## src/design/alt_pkg.sv

```systemverilog
package alt_pkg;

    // Result codes on the output channel
    typedef enum logic [1:0] {
        KIND_NONE  = 2'd0,
        KIND_WRITE = 2'd1,
        KIND_OK    = 2'd2,
        KIND_FAIL  = 2'd3
    } t_kind;

    // Parser phases, one-hot
    typedef enum logic [3:0] {
        PH_WAIT   = 4'b0001,
        PH_HEADER = 4'b0010,
        PH_DATA   = 4'b0100,
        PH_CSUM   = 4'b1000
    } t_phase;

    localparam logic [7:0]  BLOCK_START  = 8'h01;
    localparam logic [15:0] HEADER_BYTES = 16'd6;

    // Header byte positions after the leading 1
    localparam logic [2:0] HDR_SPARE    = 3'd0;
    localparam logic [2:0] HDR_COUNT_LO = 3'd1;
    localparam logic [2:0] HDR_COUNT_HI = 3'd2;
    localparam logic [2:0] HDR_ORG_LO   = 3'd3;
    localparam logic [2:0] HDR_ORG_HI   = 3'd4;

    typedef struct packed {
        t_kind       kind;
        logic [15:0] addr;
        logic [7:0]  data;
    } t_result;

endpackage

```

## src/design/alt_front.sv

```systemverilog
module alt_front (
    input  logic              i_clk,
    input  logic              i_rst_n,
    input  logic              i_accept,
    input  logic [7:0]        i_tape_byte,
    input  logic              i_end_of_input,
    output logic              o_push,
    output alt_pkg::t_result  o_result
);

    alt_pkg::t_phase r_phase, n_phase;
    logic [2:0]      r_hdr_idx, n_hdr_idx;
    logic [7:0]      r_sum, n_sum;
    logic [15:0]     r_count, n_count;
    logic [15:0]     r_left, n_left;
    logic [15:0]     r_addr, n_addr;
    logic            r_done, n_done;
    logic [7:0]      sum_add;

    assign sum_add = r_sum + i_tape_byte;
    assign o_push  = i_accept;

    always_comb begin
        n_phase   = r_phase;
        n_hdr_idx = r_hdr_idx;
        n_sum     = r_sum;
        n_count   = r_count;
        n_left    = r_left;
        n_addr    = r_addr;
        n_done    = r_done;
        o_result  = '{kind: alt_pkg::KIND_NONE, addr: 16'd0, data: 8'd0};
        if (r_done) begin
            // ignore everything until reset
        end else if (i_end_of_input) begin
            n_done        = 1'b1;
            o_result.kind = alt_pkg::KIND_FAIL;
        end else begin
            unique case (r_phase)
                alt_pkg::PH_WAIT: begin
                    if (i_tape_byte == alt_pkg::BLOCK_START) begin
                        n_sum     = alt_pkg::BLOCK_START;
                        n_hdr_idx = alt_pkg::HDR_SPARE;
                        n_phase   = alt_pkg::PH_HEADER;
                    end
                end
                alt_pkg::PH_HEADER: begin
                    n_sum = sum_add;
                    unique case (r_hdr_idx)
                        alt_pkg::HDR_COUNT_LO: n_count = {r_count[15:8], i_tape_byte};
                        alt_pkg::HDR_COUNT_HI: n_count = {i_tape_byte, r_count[7:0]};
                        alt_pkg::HDR_ORG_LO:   n_addr  = {r_addr[15:8], i_tape_byte};
                        alt_pkg::HDR_ORG_HI:   n_addr  = {i_tape_byte, r_addr[7:0]};
                        default: ;
                    endcase
                    if (r_hdr_idx != alt_pkg::HDR_ORG_HI) begin
                        n_hdr_idx = r_hdr_idx + 3'd1;
                    end else begin
                        n_hdr_idx = alt_pkg::HDR_SPARE;
                        if (r_count < alt_pkg::HEADER_BYTES) begin
                            n_done        = 1'b1;
                            o_result.kind = alt_pkg::KIND_FAIL;
                        end else if (r_count == alt_pkg::HEADER_BYTES) begin
                            n_done        = 1'b1;
                            o_result.kind = alt_pkg::KIND_OK;
                        end else begin
                            n_left  = r_count - alt_pkg::HEADER_BYTES;
                            n_phase = alt_pkg::PH_DATA;
                        end
                    end
                end
                alt_pkg::PH_DATA: begin
                    n_sum         = sum_add;
                    n_addr        = r_addr + 16'd1;
                    n_left        = r_left - 16'd1;
                    o_result.kind = alt_pkg::KIND_WRITE;
                    o_result.addr = r_addr;
                    o_result.data = i_tape_byte;
                    if (r_left == 16'd1) begin
                        n_phase = alt_pkg::PH_CSUM;
                    end
                end
                alt_pkg::PH_CSUM: begin
                    n_sum   = sum_add;
                    n_phase = alt_pkg::PH_WAIT;
                    if (sum_add != 8'd0) begin
                        n_done        = 1'b1;
                        o_result.kind = alt_pkg::KIND_FAIL;
                    end
                end
                default: begin
                    n_phase = alt_pkg::PH_WAIT;
                end
            endcase
        end
    end

    always_ff @(posedge i_clk) begin
        if (!i_rst_n) begin
            r_phase   <= alt_pkg::PH_WAIT;
            r_hdr_idx <= 3'd0;
            r_sum     <= 8'd0;
            r_count   <= 16'd0;
            r_left    <= 16'd0;
            r_addr    <= 16'd0;
            r_done    <= 1'b0;
        end else if (i_accept) begin
            r_phase   <= n_phase;
            r_hdr_idx <= n_hdr_idx;
            r_sum     <= n_sum;
            r_count   <= n_count;
            r_left    <= n_left;
            r_addr    <= n_addr;
            r_done    <= n_done;
        end
    end

    a_done_sticky: assert property (@(posedge i_clk) disable iff (!i_rst_n)
        r_done |=> r_done)
        else $error("load done flag cleared without reset");

    a_write_in_data: assert property (@(posedge i_clk) disable iff (!i_rst_n)
        (o_push && o_result.kind == alt_pkg::KIND_WRITE) |-> r_phase == alt_pkg::PH_DATA)
        else $error("byte write issued outside data phase");

    a_end_sets_done: assert property (@(posedge i_clk) disable iff (!i_rst_n)
        (o_push && (o_result.kind == alt_pkg::KIND_OK || o_result.kind == alt_pkg::KIND_FAIL))
        |=> r_done)
        else $error("load end reported but done flag not set");

endmodule

```

## src/design/alt_fifo.sv

```systemverilog
module alt_fifo #(
    parameter int DEPTH = 4
) (
    input  logic              i_clk,
    input  logic              i_rst_n,
    input  logic              i_push,
    input  alt_pkg::t_result  i_data,
    input  logic              i_pop,
    output logic              o_full,
    output logic              o_valid,
    output alt_pkg::t_result  o_data
);

    localparam int IW = $clog2(DEPTH);
    localparam int CW = $clog2(DEPTH + 1);
    localparam logic [IW-1:0] LAST = IW'(DEPTH - 1);
    localparam logic [CW-1:0] FULL = CW'(DEPTH);
    localparam logic [IW-1:0] IDX_ONE = IW'(1);
    localparam logic [CW-1:0] CNT_ONE = CW'(1);

    alt_pkg::t_result r_mem [DEPTH];
    logic [IW-1:0]    r_wr, n_wr;
    logic [IW-1:0]    r_rd, n_rd;
    logic [CW-1:0]    r_count, n_count;
    logic             do_push, do_pop;

    assign o_full  = (r_count == FULL);
    assign o_valid = (r_count != '0);
    assign o_data  = r_mem[r_rd];
    assign do_push = i_push && !o_full;
    assign do_pop  = i_pop && o_valid;

    always_comb begin
        n_wr    = r_wr;
        n_rd    = r_rd;
        n_count = r_count;
        if (do_push) begin
            n_wr = (r_wr == LAST) ? '0 : r_wr + IDX_ONE;
        end
        if (do_pop) begin
            n_rd = (r_rd == LAST) ? '0 : r_rd + IDX_ONE;
        end
        if (do_push && !do_pop) begin
            n_count = r_count + CNT_ONE;
        end else if (do_pop && !do_push) begin
            n_count = r_count - CNT_ONE;
        end
    end

    always_ff @(posedge i_clk) begin
        if (do_push) begin
            r_mem[r_wr] <= i_data;
        end
    end

    always_ff @(posedge i_clk) begin
        if (!i_rst_n) begin
            r_wr    <= '0;
            r_rd    <= '0;
            r_count <= '0;
        end else begin
            r_wr    <= n_wr;
            r_rd    <= n_rd;
            r_count <= n_count;
        end
    end

    a_count_bound: assert property (@(posedge i_clk) disable iff (!i_rst_n)
        r_count <= FULL)
        else $error("queue occupancy beyond depth");

endmodule

```

## src/design/alt_back.sv

```systemverilog
module alt_back (
    input  logic              i_clk,
    input  logic              i_rst_n,
    input  logic              i_q_valid,
    input  alt_pkg::t_result  i_q_data,
    output logic              o_q_pop,
    input  logic              i_stall,
    output logic              o_valid,
    output alt_pkg::t_result  o_result
);

    logic             r_valid;
    alt_pkg::t_result r_res;

    // Refill the output register when it is empty or being taken
    assign o_q_pop  = i_q_valid && (!r_valid || !i_stall);
    assign o_valid  = r_valid;
    assign o_result = r_res;

    always_ff @(posedge i_clk) begin
        if (!i_rst_n) begin
            r_valid <= 1'b0;
        end else if (!r_valid || !i_stall) begin
            r_valid <= i_q_valid;
        end
    end

    always_ff @(posedge i_clk) begin
        if (o_q_pop) begin
            r_res <= i_q_data;
        end
    end

endmodule

```

## src/design/absolute_loader_tape_parser.sv

```systemverilog
// Absolute-loader paper-tape parser.
// Input channel: one tape byte per transfer (i_in_valid, o_in_stall), with
// i_end_of_input marking the end of the stream (the byte is then ignored).
// Output channel: exactly one result per input transfer, in order
// (o_out_valid, i_out_stall): nothing, a byte write (address and byte),
// load finished ok, or load failed. After ok or fail the parser ignores all
// further bytes and answers each with "nothing" until reset.
// Structure: the front parser classifies each byte and updates the block
// state in the cycle of its transfer, pushing its result into a queue of
// QUEUE_DEPTH entries; the back end drains the queue into an output register.
// Path: each result is written into the queue, then into the output register.
// Throughput: one byte per cycle, sustained, as long as the receiver keeps up;
// the parser updates its state once for each accepted byte.
// Receiver stall: the output register holds its result and the queue fills;
// o_in_stall rises only once the queue is full.
// Reset (synchronous, active low): the parser returns to waiting for a block
// start with cleared sum, count and address, and the queue and output empty.
module absolute_loader_tape_parser #(
    parameter int QUEUE_DEPTH = 4
) (
    input  logic        i_clk,
    input  logic        i_rst_n,
    input  logic        i_in_valid,
    output logic        o_in_stall,
    input  logic [7:0]  i_tape_byte,
    input  logic        i_end_of_input,
    output logic        o_out_valid,
    input  logic        i_out_stall,
    output logic [1:0]  o_result_kind,
    output logic [15:0] o_write_address,
    output logic [7:0]  o_write_byte
);

    logic             in_accept;
    logic             front_push;
    alt_pkg::t_result front_res;
    logic             q_full;
    logic             q_valid;
    logic             q_pop;
    alt_pkg::t_result q_data;
    alt_pkg::t_result out_res;

    // Take a byte whenever the queue has room
    assign o_in_stall = q_full;
    assign in_accept  = i_in_valid && !q_full;

    alt_front u_front (
        .i_clk          (i_clk),
        .i_rst_n        (i_rst_n),
        .i_accept       (in_accept),
        .i_tape_byte    (i_tape_byte),
        .i_end_of_input (i_end_of_input),
        .o_push         (front_push),
        .o_result       (front_res)
    );

    alt_fifo #(
        .DEPTH (QUEUE_DEPTH)
    ) u_fifo (
        .i_clk   (i_clk),
        .i_rst_n (i_rst_n),
        .i_push  (front_push),
        .i_data  (front_res),
        .i_pop   (q_pop),
        .o_full  (q_full),
        .o_valid (q_valid),
        .o_data  (q_data)
    );

    alt_back u_back (
        .i_clk     (i_clk),
        .i_rst_n   (i_rst_n),
        .i_q_valid (q_valid),
        .i_q_data  (q_data),
        .o_q_pop   (q_pop),
        .i_stall   (i_out_stall),
        .o_valid   (o_out_valid),
        .o_result  (out_res)
    );

    assign o_result_kind   = out_res.kind;
    assign o_write_address = out_res.addr;
    assign o_write_byte    = out_res.data;

endmodule

```

## config.mk

```make
export PLATFORM = sky130hd
export DESIGN_NAME = absolute_loader_tape_parser
export DESIGN_NICKNAME = d
export VERILOG_FILES = /design/src/design/alt_pkg.sv /design/src/design/alt_front.sv /design/src/design/alt_fifo.sv /design/src/design/alt_back.sv /design/src/design/absolute_loader_tape_parser.sv
export SDC_FILE = /design/constraint.sdc
export NUM_CORES = 1
export LEC_CHECK = 0
export BUFFER_PORTS_ARGS = -buffer_cell sky130_fd_sc_hd__clkbuf_2
export CORE_MARGIN = 2
export CORE_UTILIZATION = 30
export CTS_BUF_LIST = sky130_fd_sc_hd__clkbuf_4 sky130_fd_sc_hd__clkbuf_8
export CTS_CLUSTER_SIZE = 20
export DETAILED_ROUTE_END_ITERATION = 10
export GPL_TIMING_DRIVEN = 0
export PLACE_DENSITY = 0.53
export SYNTH_ARGS = -nofsm -noshare
export SYNTH_HDL_FRONTEND = slang
export SYNTH_HIERARCHICAL = 1
export SYNTH_SLANG_ARGS = --single-unit
```

## constraint.sdc

```tcl
create_clock -name i_clk -period 8.9 [get_ports i_clk]
set_input_delay 1.335 -clock i_clk [delete_from_list [all_inputs] [get_ports i_clk]]
set_output_delay 1.335 -clock i_clk [all_outputs]
set_load 0.005 [all_outputs]
```

==> flow_summary.ini <==
[outcome]
outcome = finished clean

[floorplan]
rows = 64
fp.dieW_um = 181
start_util_pct = 30.5
io_pins = 41
die_h_um = 181
die_area_um2 = 32600
core-area_um2 = 30700

[timing]
rsz0062_at_grt = false
slew_headroom_pct = 37.6
hold_viol = 0
tightest_slew_ns = 0.933
fin_tns_setup_ns = 0
timing.final.crit_share_pct = 39.7
finClkSkew_ns = 0.0180
fin_crit_ns = 3.53
finalWorstSetupSlack_ns = 5.37
finalSetupViolations = 0
slew_violations = 0
hold-worst-slack_ns = 0.457
fmax_mhz = 283

[layout]
diodes = 0
seq_area_um2 = 5390
layout-drive-gt1-share_pct = 18.0
nNetsFinal = 898
design_area_um2 = 10900
layoutNonFillerInstCount = 1284
final_core_util_pct = 35.4
multi_input_area_um2 = 3690
syn2layout_area_growth_pct = 16.2
num-fill-cells = 3049

[grt]
grt_max_degree = 28
grt.overflow.total = 0
first_global_vias = 6353
antenna_found_initial = 0
grt_pass1_wl_um = 35500
grt_usage_pct = 13.7

[clock_tree]
cts_setup_buffers = 0
clock-sinks = 204
cts_hold_repair.buffers = 0
clock_latency_ns = 0.53
cts_tree = done
root_buffer = clkbuf_8
ctsResizeCount = 0
clk_path_buf_depth = 3
path_clk_slew_ns = 0.05
h-tree-depth = 2
cts_buffers = 37

[synth]
synth_top_area_share_pct = 41.8
synthCells = 783
yosysTopAreaCell = edfxtp_1
synth-seq-cells = 204
yosysWarnings = 6
synth-simple-area-share_pct = 15.3
synth_nets = 820
synth_edf_count = 130
synth.cell_area_um2 = 9350
synth_seq_area_share_pct = 57.6
synthTopCellsByArea = edfxtp_1 42%, dfxtp_1 16%, mux4_2 4.8%, a21oi_1 2.9%, ha_1 2.9%
synth_fa_ha_area_share_pct = 3.37
syn_avg_cell_area_um2 = 11.9
synth_compound_area_share_pct = 11.4
synth_xor_area_share_pct = 1.97
synthFlopType = edfxtp_1
synth_cell_types = 72
async_reset_ff_share_pct = 0
synth_mux_area_share_pct = 7.36
synth_top_family_by_area = simple AND/OR/NAND/NOR gates

[pwr]
p_total_mw = 2.60
leakage_nw = 3.78
irDropWorstVdd_uv = 79.6
power_density_nw_per_um2 = 239

[detailed_routing]
dr.first_iter.drc_count = 425
wire_per_inst_um = 17.3
via_count = 6445
ant_nets = 0
drtPass1Iterations = 5
totalWireLength_um = 22200
drt-vias-per-instance = 5.02
drc = 0

[placement]
gp_congestion = 0.851
dp.cells = 1218
dpl_worst_slack_ns = 4.86
dp_hpwl_um = 14900
detailed_place.area_um2 = 10100
io_buffers = 39

[worst_setup_path]
worstPathArrival_ns = 3.73
worstSetupEndpointType = flop
worstSetupStartpointType = input pin
cp_max_fo = 7
cp_data_required_time_ns = 9.10
critPathKind = in -> reg

[flow_run]
maxCapViolations = 0

[min_path]
min_path_type = reg -> reg
-- critical path, cell delays in order --
cell and delay [ns]:
clkbuf_2 0.20, ha_1 0.29, fa_1 0.41, a211oi_1 0.32, nor3b_1 0.12, mux2i_1 0.22
nand3_1 0.13, o31ai_1 0.40, a21oi_1 0.29
-- layer usage --
| metal | global-route usage, % | wire (um) | up-vias |
|---|---|---|---|
| li1 | - | - | 3125 |
| met3 | 2.69 | 1080 | 41 |
| met2 | 21.5 | 10200 | 151 |
| met1 | 19.1 | 10500 | 3128 |
| met4 | 4.71 | 419 | 0 |
| met5 | 0 | 0 | - |
-- final cells by class --
type,instances,area share (%)
Sequential cell,204,49.6
Multi-Input combinational cell,520,34.0
Clock buffer,56,6.46
Tap cell,396,4.56
Buffer,41,2.02
Timing Repair Buffer,39,1.80
Clock inverter,10,0.979
Inverter,18,0.622
-- logic make-up (layout without fill, tap and decap cells) --
group / Yosys count / count (layout)
mux: 34 / 34
simple gates: 271 / 271
flops: 204 / 204
fa+ha+maj: 24 / 24
buf+inv: 59 / 164
xor+xnor: 21 / 21
compound gates: 170 / 170
-- where the power goes --
group	total [mW]	switching, mW	internal (mW)
Combinational	0.432	0.224	0.208
Clock	0.948	0.384	0.564
Sequential	1.22	0.0407	1.18
Total	2.60	0.649	1.95
-- synth_stat cells, types with 3 or more instances --
cell type and n:
and2_1 29, edfxtp_1 130, a31oi_1 8, nor3b_1 6
a211oi_1 5, mux4_2 20, or3_1 6, clkbuf_1 25
o22ai_1 4, nand4b_1 4, nor3_1 13, o211ai_1 4
a311oi_1 3, inv_1 17, nor4b_1 4, nor2b_1 7
xor2_1 11, xnor2_1 10, o21ai_0 43, a221oi_1 3
and3_1 4, dfxtp_1 74, o21a_1 5, nand2_1 66
o31ai_1 7, a22oi_1 10, nand3_1 34, mux2i_1 8
nor4_1 11, a21oi_1 55, mux4_1 6, nor2_1 58
ha_1 22, nand4_1 7, a32o_1 3, buf_2 10
-- registers in the layout, summed over array words and instances, names as in the netlist, named ones only --
| signal | count |
|---|---|
| u_back/o_valid | 1 |
| u_back/o_result | 26 |
| u_front/r_phase | 4 |
| u_front/r_count | 16 |
| u_fifo/r_mem | 104 |
| u_front/r_done | 1 |
| u_fifo/r_rd | 2 |
| u_fifo/r_wr | 2 |
| u_fifo/r_count | 3 |
| u_front/r_sum | 8 |
| u_front/r_addr | 16 |
| u_front/r_hdr_idx | 3 |
| u_front/r_left | 16 |
-- path summary, 6_finish.rpt --
kind                                        end                            start  slack [ns]  cells past startpoint
setup / recovery  u_fifo/r_mem[2][25]$_DFFE_PP_                   i_tape_byte[0]        5.37                      9
hold / removal    u_front/r_sum[4]$_SDFFE_PN0P_    u_front/r_sum[4]$_SDFFE_PN0P_        0.46                      2
setup reg to reg  u_fifo/r_mem[0][24]$_DFFE_PP_  u_front/r_phase[2]$_SDFFE_PN0P_        6.01                      5
hold reg to reg   u_front/r_sum[4]$_SDFFE_PN0P_    u_front/r_sum[4]$_SDFFE_PN0P_        0.46                      2
-- cell usage in the layout (no fill, tap or decap), types with 5 or more instances in the layout --
cell type / count
or3_1: 6
and2_1: 25
nor2_1: 58
mux4_2: 20
edfxtp_1: 130
mux4_1: 6
clkbuf_1: 25
nand2_1: 66
o21a_1: 5
a22oi_1: 10
nor4_1: 11
clkbuf_2: 40
mux2i_1: 8
a21oi_1: 55
nand3_1: 34
buf_2: 10
nor3_1: 13
clkbuf_4: 11
ha_1: 22
o21ai_0: 43
nor2b_1: 7
xor2_1: 11
nor3b_1: 6
inv_1: 17
a211oi_1: 5
o31ai_1: 7
xnor2_1: 10
dfxtp_1: 74
a31oi_1: 8
nand4_1: 7
clkbuf_8: 45
(Power assumes the default switching activity.)
